<file path="src/rtl/alle_pkg.sv">
`default_nettype none

package alle_pkg;

  // request actions
  localparam logic [2:0] ACT_INS_BEFORE = 3'd0;
  localparam logic [2:0] ACT_INS_AFTER  = 3'd1;
  localparam logic [2:0] ACT_DELETE     = 3'd2;
  localparam logic [2:0] ACT_FIND       = 3'd3;
  localparam logic [2:0] ACT_DUMP       = 3'd4;

  // result status codes
  localparam logic [2:0] STAT_DONE      = 3'd0;
  localparam logic [2:0] STAT_FULL      = 3'd1;
  localparam logic [2:0] STAT_EMPTY     = 3'd2;
  localparam logic [2:0] STAT_NOT_FOUND = 3'd3;
  localparam logic [2:0] STAT_FOUND     = 3'd4;

  localparam int          VALUE_W   = 32;
  localparam int          TOTAL_W   = 4;
  localparam logic [3:0]  MAX_DUMP  = 4'd15;

endpackage

`default_nettype wire

</file>
<file path="src/rtl/alle_if.sv">
`default_nettype none

interface alle_req_if;
  import alle_pkg::*;
  logic                      valid;
  logic                      ready;
  logic [2:0]                action;
  logic signed [VALUE_W-1:0] key;
  logic signed [VALUE_W-1:0] new_value;

  modport source (output valid, action, key, new_value, input ready);
  modport sink   (input valid, action, key, new_value, output ready);
endinterface

interface alle_rsp_if;
  import alle_pkg::*;
  logic                      valid;
  logic                      ready;
  logic [2:0]                status;
  logic signed [VALUE_W-1:0] value;
  logic                      last;
  logic                      is_empty;
  logic                      is_full;
  logic [TOTAL_W-1:0]        element_total;

  modport source (output valid, status, value, last, is_empty, is_full, element_total,
                  input ready);
  modport sink   (input valid, status, value, last, is_empty, is_full, element_total,
                  output ready);
endinterface

`default_nettype wire

</file>
<file path="src/rtl/alle_ram.sv">
`default_nettype none

module alle_ram #(
  parameter int DEPTH = 16,
  parameter int WIDTH = 32
) (
  input  wire logic                     clk_i,
  input  wire logic                     we_i,
  input  wire logic [$clog2(DEPTH)-1:0] waddr_i,
  input  wire logic [WIDTH-1:0]         wdata_i,
  input  wire logic [$clog2(DEPTH)-1:0] raddr_i,
  output      logic [WIDTH-1:0]         rdata_o
);

  logic [WIDTH-1:0] mem_q [DEPTH];

  // one write port, one registered read port (read returns old data on collision)
  always_ff @(posedge clk_i) begin
    if (we_i) begin
      mem_q[waddr_i] <= wdata_i;
    end
    rdata_o <= mem_q[raddr_i];
  end

endmodule

`default_nettype wire

</file>
<file path="src/rtl/array_linked_list_engine.sv">
// Array-backed singly linked list engine.
//
// Requests arrive on req_i (valid/ready): an action, a key and a new value.
// Results leave on rsp_o (valid/ready) through a single output register.
// Slot 0 is the head sentinel (kept in a flip-flop); values, links and
// slot-used bits live in three single-port-read RAMs of LIST_SLOTS entries.
//
// After reset the block sweeps the used-bit RAM, one entry a cycle, so
// req_i.ready stays low until the sweep is done. Then one request is processed
// at a time; ready is high only while the sequencer is idle.
// Steps per request, with n the elements walked:
//   find / delete : capture, n walk steps (one link read per cycle), response
//   insert        : as find, plus a free-slot scan of up to LIST_SLOTS - 1
//                   used-bit reads, then a link step
//   dump          : capture, then one emitted element per step (at most 15)
// A stalled receiver holds the output register; the sequencer waits in its
// response or dump state until the register frees up, and the pending
// result is never lost or repeated. The shared key comparator and the one
// read port of the link RAM set the walk rate.
`default_nettype none

module array_linked_list_engine
  import alle_pkg::*;
#(
  parameter int LIST_SLOTS = 16
) (
  input  wire logic    clk_i,
  input  wire logic    rst_ni,
  alle_req_if.sink     req_i,
  alle_rsp_if.source   rsp_o
);

  localparam int             SW        = $clog2(LIST_SLOTS);
  localparam logic [SW-1:0]  LastSlot  = SW'(LIST_SLOTS - 1);
  localparam logic [SW-1:0]  FirstSlot = SW'(1);
  localparam logic [SW-1:0]  HeadSlot  = '0;

  typedef enum logic [2:0] {
    S_CLEAR,
    S_IDLE,
    S_WALK,
    S_SCAN,
    S_LINK,
    S_DUMP,
    S_RESP
  } state_e;

  state_e               state_q, state_d;
  logic [SW-1:0]        clr_q, clr_d;
  logic [2:0]           action_q, action_d;
  logic [VALUE_W-1:0]   key_q, key_d;
  logic [VALUE_W-1:0]   nv_q, nv_d;
  logic [SW-1:0]        cur_q, cur_d;
  logic [SW-1:0]        prev_q, prev_d;
  logic [SW-1:0]        next_q, next_d;
  logic [SW-1:0]        slot_q, slot_d;
  logic [SW-1:0]        head_q, head_d;
  logic [SW-1:0]        count_q, count_d;
  logic [3:0]           dump_k_q, dump_k_d;
  logic [2:0]           status_q, status_d;
  logic [SW-1:0]        used_addr_q, used_addr_d;

  logic                 out_valid_q, out_valid_d;
  logic [2:0]           out_status_q, out_status_d;
  logic [VALUE_W-1:0]   out_value_q, out_value_d;
  logic                 out_last_q, out_last_d;
  logic                 out_empty_q, out_empty_d;
  logic                 out_full_q, out_full_d;
  logic [TOTAL_W-1:0]   out_total_q, out_total_d;

  // ram ports
  logic [SW-1:0]        node_raddr;
  logic                 val_we;
  logic [SW-1:0]        val_waddr;
  logic [VALUE_W-1:0]   val_wdata;
  logic [VALUE_W-1:0]   val_rdata;
  logic                 link_we;
  logic [SW-1:0]        link_waddr;
  logic [SW-1:0]        link_wdata;
  logic [SW-1:0]        link_rdata;
  logic                 used_we;
  logic [SW-1:0]        used_waddr;
  logic                 used_wdata;
  logic [SW-1:0]        used_raddr;
  logic                 used_rdata;

  logic                 out_free;
  logic [SW+3:0]        count_ext;
  logic [3:0]           dump_total;
  logic                 dump_last;

  alle_ram #(.DEPTH(LIST_SLOTS), .WIDTH(VALUE_W)) u_value_ram (
    .clk_i   (clk_i),
    .we_i    (val_we),
    .waddr_i (val_waddr),
    .wdata_i (val_wdata),
    .raddr_i (node_raddr),
    .rdata_o (val_rdata)
  );

  alle_ram #(.DEPTH(LIST_SLOTS), .WIDTH(SW)) u_link_ram (
    .clk_i   (clk_i),
    .we_i    (link_we),
    .waddr_i (link_waddr),
    .wdata_i (link_wdata),
    .raddr_i (node_raddr),
    .rdata_o (link_rdata)
  );

  alle_ram #(.DEPTH(LIST_SLOTS), .WIDTH(1)) u_used_ram (
    .clk_i   (clk_i),
    .we_i    (used_we),
    .waddr_i (used_waddr),
    .wdata_i (used_wdata),
    .raddr_i (used_raddr),
    .rdata_o (used_rdata)
  );

  assign out_free   = !out_valid_q || rsp_o.ready;
  assign count_ext  = {4'b0000, count_q};
  // a dump emits at most MAX_DUMP elements
  assign dump_total = (count_ext >= (SW + 4)'(MAX_DUMP)) ? MAX_DUMP : count_ext[3:0];
  assign dump_last  = (dump_k_q == 4'(dump_total - 4'd1)) || (link_rdata == HeadSlot);

  always_comb begin
    state_d      = state_q;
    clr_d        = clr_q;
    action_d     = action_q;
    key_d        = key_q;
    nv_d         = nv_q;
    cur_d        = cur_q;
    prev_d       = prev_q;
    next_d       = next_q;
    slot_d       = slot_q;
    head_d       = head_q;
    count_d      = count_q;
    dump_k_d     = dump_k_q;
    status_d     = status_q;

    out_valid_d  = out_valid_q;
    out_status_d = out_status_q;
    out_value_d  = out_value_q;
    out_last_d   = out_last_q;
    out_empty_d  = out_empty_q;
    out_full_d   = out_full_q;
    out_total_d  = out_total_q;

    // hold the read address by default so stalled data stays put
    node_raddr   = cur_q;
    used_raddr   = used_addr_q;
    val_we       = 1'b0;
    val_waddr    = slot_q;
    val_wdata    = nv_q;
    link_we      = 1'b0;
    link_waddr   = slot_q;
    link_wdata   = HeadSlot;
    used_we      = 1'b0;
    used_waddr   = slot_q;
    used_wdata   = 1'b0;

    if (out_valid_q && rsp_o.ready) begin
      out_valid_d = 1'b0;
    end

    case (state_q)
      S_CLEAR: begin
        used_we    = 1'b1;
        used_waddr = clr_q;
        used_wdata = 1'b0;
        if (clr_q == LastSlot) begin
          state_d = S_IDLE;
        end else begin
          clr_d = clr_q + 1'b1;
        end
      end

      S_IDLE: begin
        if (req_i.valid) begin
          action_d = req_i.action;
          key_d    = req_i.key;
          nv_d     = req_i.new_value;
          case (req_i.action)
            ACT_INS_BEFORE, ACT_INS_AFTER: begin
              if (count_q == LastSlot) begin
                status_d = STAT_FULL;
                state_d  = S_RESP;
              end else if (count_q == '0) begin
                // empty list: value goes in whatever the key
                used_raddr = FirstSlot;
                state_d    = S_SCAN;
              end else begin
                node_raddr = head_q;
                cur_d      = head_q;
                prev_d     = HeadSlot;
                state_d    = S_WALK;
              end
            end
            ACT_DELETE, ACT_FIND: begin
              if (count_q == '0) begin
                status_d = STAT_EMPTY;
                state_d  = S_RESP;
              end else begin
                node_raddr = head_q;
                cur_d      = head_q;
                prev_d     = HeadSlot;
                state_d    = S_WALK;
              end
            end
            ACT_DUMP: begin
              if (count_q == '0) begin
                status_d = STAT_EMPTY;
                state_d  = S_RESP;
              end else begin
                node_raddr = head_q;
                cur_d      = head_q;
                dump_k_d   = '0;
                state_d    = S_DUMP;
              end
            end
            default: begin
              status_d = STAT_DONE;
              state_d  = S_RESP;
            end
          endcase
        end
      end

      S_WALK: begin
        if (val_rdata == key_q) begin
          next_d = link_rdata;
          case (action_q)
            ACT_INS_BEFORE, ACT_INS_AFTER: begin
              used_raddr = FirstSlot;
              state_d    = S_SCAN;
            end
            ACT_DELETE: begin
              // unlink and free the hit slot
              if (prev_q == HeadSlot) begin
                head_d = link_rdata;
              end else begin
                link_we    = 1'b1;
                link_waddr = prev_q;
                link_wdata = link_rdata;
              end
              used_we    = 1'b1;
              used_waddr = cur_q;
              used_wdata = 1'b0;
              count_d    = count_q - 1'b1;
              status_d   = STAT_DONE;
              state_d    = S_RESP;
            end
            default: begin
              status_d = STAT_FOUND;
              state_d  = S_RESP;
            end
          endcase
        end else if (link_rdata == HeadSlot) begin
          status_d = STAT_NOT_FOUND;
          state_d  = S_RESP;
        end else begin
          prev_d     = cur_q;
          cur_d      = link_rdata;
          node_raddr = link_rdata;
        end
      end

      S_SCAN: begin
        if (!used_rdata) begin
          // lowest free slot found: fill it
          slot_d     = used_addr_q;
          val_we     = 1'b1;
          val_waddr  = used_addr_q;
          val_wdata  = nv_q;
          used_we    = 1'b1;
          used_waddr = used_addr_q;
          used_wdata = 1'b1;
          link_we    = 1'b1;
          link_waddr = used_addr_q;
          if (count_q == '0) begin
            link_wdata = HeadSlot;
            head_d     = used_addr_q;
            count_d    = count_q + 1'b1;
            status_d   = STAT_DONE;
            state_d    = S_RESP;
          end else begin
            link_wdata = (action_q == ACT_INS_BEFORE) ? cur_q : next_q;
            state_d    = S_LINK;
          end
        end else if (used_addr_q == LastSlot) begin
          status_d = STAT_FULL;
          state_d  = S_RESP;
        end else begin
          used_raddr = used_addr_q + 1'b1;
        end
      end

      S_LINK: begin
        if (action_q == ACT_INS_BEFORE) begin
          if (prev_q == HeadSlot) begin
            head_d = slot_q;
          end else begin
            link_we    = 1'b1;
            link_waddr = prev_q;
            link_wdata = slot_q;
          end
        end else begin
          link_we    = 1'b1;
          link_waddr = cur_q;
          link_wdata = slot_q;
        end
        count_d  = count_q + 1'b1;
        status_d = STAT_DONE;
        state_d  = S_RESP;
      end

      S_DUMP: begin
        if (out_free) begin
          out_valid_d  = 1'b1;
          out_status_d = STAT_DONE;
          out_value_d  = val_rdata;
          out_last_d   = dump_last;
          out_empty_d  = (count_q == '0);
          out_full_d   = (count_q == LastSlot);
          out_total_d  = count_ext[TOTAL_W-1:0];
          if (dump_last) begin
            state_d = S_IDLE;
          end else begin
            dump_k_d   = dump_k_q + 4'd1;
            cur_d      = link_rdata;
            node_raddr = link_rdata;
          end
        end
      end

      S_RESP: begin
        if (out_free) begin
          out_valid_d  = 1'b1;
          out_status_d = status_q;
          out_value_d  = '0;
          out_last_d   = 1'b1;
          out_empty_d  = (count_q == '0);
          out_full_d   = (count_q == LastSlot);
          out_total_d  = count_ext[TOTAL_W-1:0];
          state_d      = S_IDLE;
        end
      end

      default: begin
        state_d = S_IDLE;
      end
    endcase
  end

  assign used_addr_d = used_raddr;

  always_ff @(posedge clk_i or negedge rst_ni) begin
    if (!rst_ni) begin
      state_q     <= S_CLEAR;
      clr_q       <= '0;
      head_q      <= '0;
      count_q     <= '0;
      out_valid_q <= 1'b0;
    end else begin
      state_q      <= state_d;
      clr_q        <= clr_d;
      head_q       <= head_d;
      count_q      <= count_d;
      out_valid_q  <= out_valid_d;
      action_q     <= action_d;
      key_q        <= key_d;
      nv_q         <= nv_d;
      cur_q        <= cur_d;
      prev_q       <= prev_d;
      next_q       <= next_d;
      slot_q       <= slot_d;
      dump_k_q     <= dump_k_d;
      status_q     <= status_d;
      used_addr_q  <= used_addr_d;
      out_status_q <= out_status_d;
      out_value_q  <= out_value_d;
      out_last_q   <= out_last_d;
      out_empty_q  <= out_empty_d;
      out_full_q   <= out_full_d;
      out_total_q  <= out_total_d;
    end
  end

  assign req_i.ready         = (state_q == S_IDLE);
  assign rsp_o.valid         = out_valid_q;
  assign rsp_o.status        = out_status_q;
  assign rsp_o.value         = out_value_q;
  assign rsp_o.last          = out_last_q;
  assign rsp_o.is_empty      = out_empty_q;
  assign rsp_o.is_full       = out_full_q;
  assign rsp_o.element_total = out_total_q;

  // a non-final result only comes from a dump that keeps going
  a_dump_continues: assert property (@(posedge clk_i) disable iff (!rst_ni)
    rsp_o.valid && rsp_o.ready && !rsp_o.last |-> state_q == S_DUMP)
    else $error("non-final result outside a dump");

  // element count and head link agree on emptiness between requests
  a_empty_consistent: assert property (@(posedge clk_i) disable iff (!rst_ni)
    state_q == S_IDLE |-> ((count_q == '0) == (head_q == HeadSlot)))
    else $error("element count and head link disagree");

  // the free-slot scan never runs on a full list
  a_scan_not_full: assert property (@(posedge clk_i) disable iff (!rst_ni)
    state_q == S_SCAN |-> count_q != LastSlot)
    else $error("free-slot scan on a full list");

endmodule

`default_nettype wire
</file>
<file path="src/flat_wrapper.sv">
// flat-port wrapper written by rule: the top's interface ports become plain ports
module array_linked_list_engine_flat import alle_pkg::*;
#(
  parameter int LIST_SLOTS = 16
)
  (clk_i, rst_ni, req_i_valid, req_i_action, req_i_key, req_i_new_value, req_i_ready, rsp_o_valid, rsp_o_status, rsp_o_value, rsp_o_last, rsp_o_is_empty, rsp_o_is_full, rsp_o_element_total, rsp_o_ready);
  alle_req_if req_i_i ();
  alle_rsp_if rsp_o_i ();
  input  wire logic clk_i;
  input  wire logic rst_ni;
  input wire logic [$bits(req_i_i.valid)-1:0] req_i_valid;
  input wire logic [$bits(req_i_i.action)-1:0] req_i_action;
  input wire logic [$bits(req_i_i.key)-1:0] req_i_key;
  input wire logic [$bits(req_i_i.new_value)-1:0] req_i_new_value;
  output wire logic [$bits(req_i_i.ready)-1:0] req_i_ready;
  output wire logic [$bits(rsp_o_i.valid)-1:0] rsp_o_valid;
  output wire logic [$bits(rsp_o_i.status)-1:0] rsp_o_status;
  output wire logic [$bits(rsp_o_i.value)-1:0] rsp_o_value;
  output wire logic [$bits(rsp_o_i.last)-1:0] rsp_o_last;
  output wire logic [$bits(rsp_o_i.is_empty)-1:0] rsp_o_is_empty;
  output wire logic [$bits(rsp_o_i.is_full)-1:0] rsp_o_is_full;
  output wire logic [$bits(rsp_o_i.element_total)-1:0] rsp_o_element_total;
  input wire logic [$bits(rsp_o_i.ready)-1:0] rsp_o_ready;
  assign req_i_i.valid = req_i_valid;
  assign req_i_i.action = req_i_action;
  assign req_i_i.key = req_i_key;
  assign req_i_i.new_value = req_i_new_value;
  assign req_i_ready = req_i_i.ready;
  assign rsp_o_valid = rsp_o_i.valid;
  assign rsp_o_status = rsp_o_i.status;
  assign rsp_o_value = rsp_o_i.value;
  assign rsp_o_last = rsp_o_i.last;
  assign rsp_o_is_empty = rsp_o_i.is_empty;
  assign rsp_o_is_full = rsp_o_i.is_full;
  assign rsp_o_element_total = rsp_o_i.element_total;
  assign rsp_o_i.ready = rsp_o_ready;
  array_linked_list_engine #(.LIST_SLOTS(LIST_SLOTS)) u_core (.clk_i(clk_i), .rst_ni(rst_ni), .req_i(req_i_i), .rsp_o(rsp_o_i));
endmodule
</file>
<file path="config.mk">
export PLATFORM = sky130hd
export DESIGN_NAME = array_linked_list_engine_flat
export DESIGN_NICKNAME = d
export VERILOG_FILES = /design/src/rtl/alle_pkg.sv /design/src/rtl/alle_if.sv /design/src/rtl/alle_ram.sv /design/src/rtl/array_linked_list_engine.sv /design/src/flat_wrapper.sv
export SDC_FILE = /design/constraint.sdc
export NUM_CORES = 1
export LEC_CHECK = 0
export ABC_AREA = 1
export BUFFER_PORTS_ARGS = -buffer_cell sky130_fd_sc_hd__buf_2
export CAP_MARGIN = 40
export CORE_UTILIZATION = 35
export CTS_CLUSTER_DIAMETER = 60
export DETAILED_ROUTE_END_ITERATION = 12
export HOLD_SLACK_MARGIN = 0.02
export MAX_ROUTING_LAYER = met4
export PLACE_DENSITY = 0.51
export SLEW_MARGIN = 20
export SYNTH_ARGS = -nofsm -noshare
export SYNTH_HDL_FRONTEND = slang
export SYNTH_SLANG_ARGS = --single-unit
</file>
<file path="constraint.sdc">
create_clock -name clk_i -period 16.5 [get_ports clk_i]
set_input_delay 0.825 -clock clk_i [delete_from_list [all_inputs] [get_ports clk_i]]
set_output_delay 0.825 -clock clk_i [all_outputs]
set_load 0.05 [all_outputs]
</file>
==> out/qor.yml <==
reg2reg_slack_ps: 12030
syn_inst: 3238
vias: 23000
p_sw_share_pct: 44.1
die_area_sq_mm: 0.0997
setup_viol: 0
path_clk_slew_ps: 60
slew_violations: 0
outcome: "completed"
ys_top_cells_by_area: "edfxtp_1, nand3_1, inv_1, nand2_1, nand3b_1"
multi_input_area_sq_mm: 0.00870
crit_path_end_kind: "register"
finalWorstSetupSlack_ps: 12030
netlist-cell-type-count: 48
clock-sinks: 781
io_buffer_count: 114
total_power_mw: 8.39
syn_avg_cell_area_sq_um: 10.6
hold_buffers: 0
start_util_pct: 35.5
clk_path_buf_depth: 3
power_leakage_nw: 16.0
r2r_cells: 17
yosys.area.top_type: "edfxtp_1"
yosys_register_bits: 781
h-tree-depth: 3
drive_above_1_share_pct: 10.2
final_cell_mix: "edfxtp_1, nand3_1, inv_1"
drc: 0
cts_tree: "yes"
final_util_pct: 40.8
vdd_drop_max_mv: 0.173
cp_slowest_cell: "inv_4"
crit_family: "simple AND/OR/NAND/NOR gates"
fin_setup_tns_ps: 0
overflow: 0
period_minus_slack_ps: 4470
grtUsageTotal_pct: 19.5
rsz0062_at_grt: "no"
slowest_delay_ps: 490
place_congestion: 0.893
synth_warnings: 0
clock_power_share_pct: 24.4
drt_iter0_markers: 2186
power.density_mw_per_mm2: 212
place_area_sq_mm: 0.0365
slew_headroom_pct: 34.0
cts_made_buffers: 91
reg2reg_from: "u_core.key_q[24]"
synth_edf_count: 728
crit_fanout: 75
ios: 115
cp.required_ps: 17020
p_int_mw: 4.69
worstPathCellList: "xnor2_1, nand2_1, nor2_1, nand2_1, nor2_1, nand2_1, nand2_1, nand3_1, nand3_1, nand2_8, inv_4, buf_4, buf_16, nand3_1, nand3_1, nand3_1, nand2_1"
vias_per_cell: 4.91
start_kind: "register"
wl_per_cell_um: 20.1
worst_clock_skew_ps: 31.2
power_switching_mw: 3.70
root_buffer: "clkbuf_16"
instances_no_fill: 4694
maxCapViolCount: 0
post_cts_buffers: 0
fill_cells: 9245
r2r_end: "u_core.u_value_ram.rdata_o[16]"
antenna_found_initial: 2
pwr-share-comb_pct: 45.0
core_area_sq_mm: 0.0971
drtAntennaViolNets: 0
synth_ff_type: "edfxtp_1"
yosysSeqAreaShare_pct: 66.8
preCtsSetupSlack_ps: 11940
nNetsFinal: 3418
synth_top_area_share_pct: 63.5
clkLatencyLatePin_ps: 660
synth_fp_nets: 3317
stdcell_area_sq_mm: 0.0396
dp_hpwl_mm: 51.5
num_rows: 114
worst-path-buf-inv: 3
seq_area_sq_mm: 0.0230
fmax_ghz: 0.224
syn_to_final_growth_pct: 15.1
final_common_cell: "edfxtp_1"
synthesis.area_sq_mm: 0.0344
grt_pass1_wl_mm: 141
grt_pass1_vias: 21800
finalHoldViolations: 0
drt-total-wl_mm: 94.5
die_w_um: 316
fin_crit_sh_pct: 27.1
place_inst: 4520
crit_type: "reg2reg"
tightest_slew_ps: 989
hold_path_class: "in2async"
die_y_um: 316
n_antenna_cell: 0
hold_ws_ps: 208
p_seq_share_pct: 30.6
first_pass_iters: 5
grt_max_degree: 177
cts_resized: 0
arrival_ps: 4990
synthArstFlopShare_pct: 2.05
==> area by class of cell <==
type                    instances  area share [%]
multi-input cells            1729            21.9
well taps                    1276            4.03
repair buffers                162            2.80
flip-flops and latches        781            58.0
clock buffers                 122            6.34
clock inverters                50            1.41
inverters                     574            5.45
==> worst register-to-register path, cell delays in order, from the launching register on <==
cell and delay (ps):
edfxtp_1 380, xnor2_1 370, nand2_1 90, nor2_1 110, nand2_1 60, nor2_1 140
nand2_1 340, nand2_1 180, nand3_1 80, nand3_1 200, nand2_8 360, inv_4 540
buf_4 480, buf_16 340, nand3_1 150, nand3_1 80, nand3_1 90, nand2_1 340
==> state kept, by name, indices dropped and copies added, names as in the netlist, 4 cells and up <==
name	flops
u_core.slot_q	4
u_core.cur_q	4
u_core.u_link_ram.mem_q	64
u_core.rsp_o.value	32
u_core.rsp_o.element_total	4
u_core.nv_q	32
u_core.key_q	32
u_core.used_addr_q	4
u_core.head_q	4
u_core.u_value_ram.mem_q	512
u_core.u_value_ram.rdata_o	32
u_core.prev_q	4
u_core.clr_q	4
u_core.next_q	4
u_core.u_link_ram.rdata_o	4
u_core.u_used_ram.mem_q	16
u_core.dump_k_q	4
u_core.count_q	4
==> power by group through the flow <==
stage / sequential, mW / clock [mW] / combinational, mW
after CTS: 2.57 / 2.09 / 3.80
after detailed placement: 2.61 / 0 / 3.78
after global placement: 2.61 / 0 / 3.68
final: 2.57 / 2.04 / 3.78
after floorplan: 2.57 / 0 / 2.57
after global routing: 2.59 / 2.17 / 4.20
==> cells in the mapped netlist, types with 5 or more instances <==
| library cell | instances |
|---|---|
| nand2_1 | 544 |
| buf_4 | 11 |
| buf_1 | 14 |
| clkbuf_1 | 37 |
| nand4_1 | 11 |
| inv_2 | 6 |
| xnor2_1 | 23 |
| ha_1 | 7 |
| inv_1 | 565 |
| nor3_1 | 7 |
| o211ai_1 | 8 |
| nor2_1 | 172 |
| buf_2 | 88 |
| a211oi_1 | 5 |
| a22oi_1 | 5 |
| a21oi_1 | 37 |
| dfrtp_1 | 16 |
| edfxtp_1 | 728 |
| nand3_1 | 684 |
| nand3b_1 | 145 |
| xor2_1 | 8 |
| o21ai_0 | 38 |
| dfxtp_1 | 37 |
==> worst max-delay path by stage <==
stage,start,to,cells after the start
floorplan,u_core.state_q[1],u_core.action_q[0],5
global placement,req_i_action[2],u_core.u_value_ram.rdata_o[3],17
detailed placement,u_core.key_q[24],u_core.u_value_ram.rdata_o[16],17
CTS,u_core.key_q[24],u_core.u_value_ram.rdata_o[17],17
global route,u_core.key_q[24],u_core.u_value_ram.rdata_o[16],17
finish,u_core.key_q[24],u_core.u_value_ram.rdata_o[16],17
==> layer usage <==
metal	part of all wire [%]	global-route usage, %	vias up
li1	-	-	11100
met1	46	27.0	11100
met2	45	29.7	707
met3	6.4	2.88	138
met4	2.3	5.61	0
met5	0	-	-
==> logic make-up (layout without fill, tap and decap cells) <==
logic type | Yosys count | in the layout | share of synthesized area [%]
adder cells (fa/ha/maj) | 8 | 8 | 0.312
buffers and inverters | 728 | 908 | 8.47
XOR/XNOR | 31 | 31 | 0.788
AND/OR/NAND/NOR | 1579 | 1579 | 21.7
flip-flops | 781 | 781 | 66.8
AO/OA/AOI/OAI | 111 | 111 | 1.98
(Power assumes the default switching activity.)
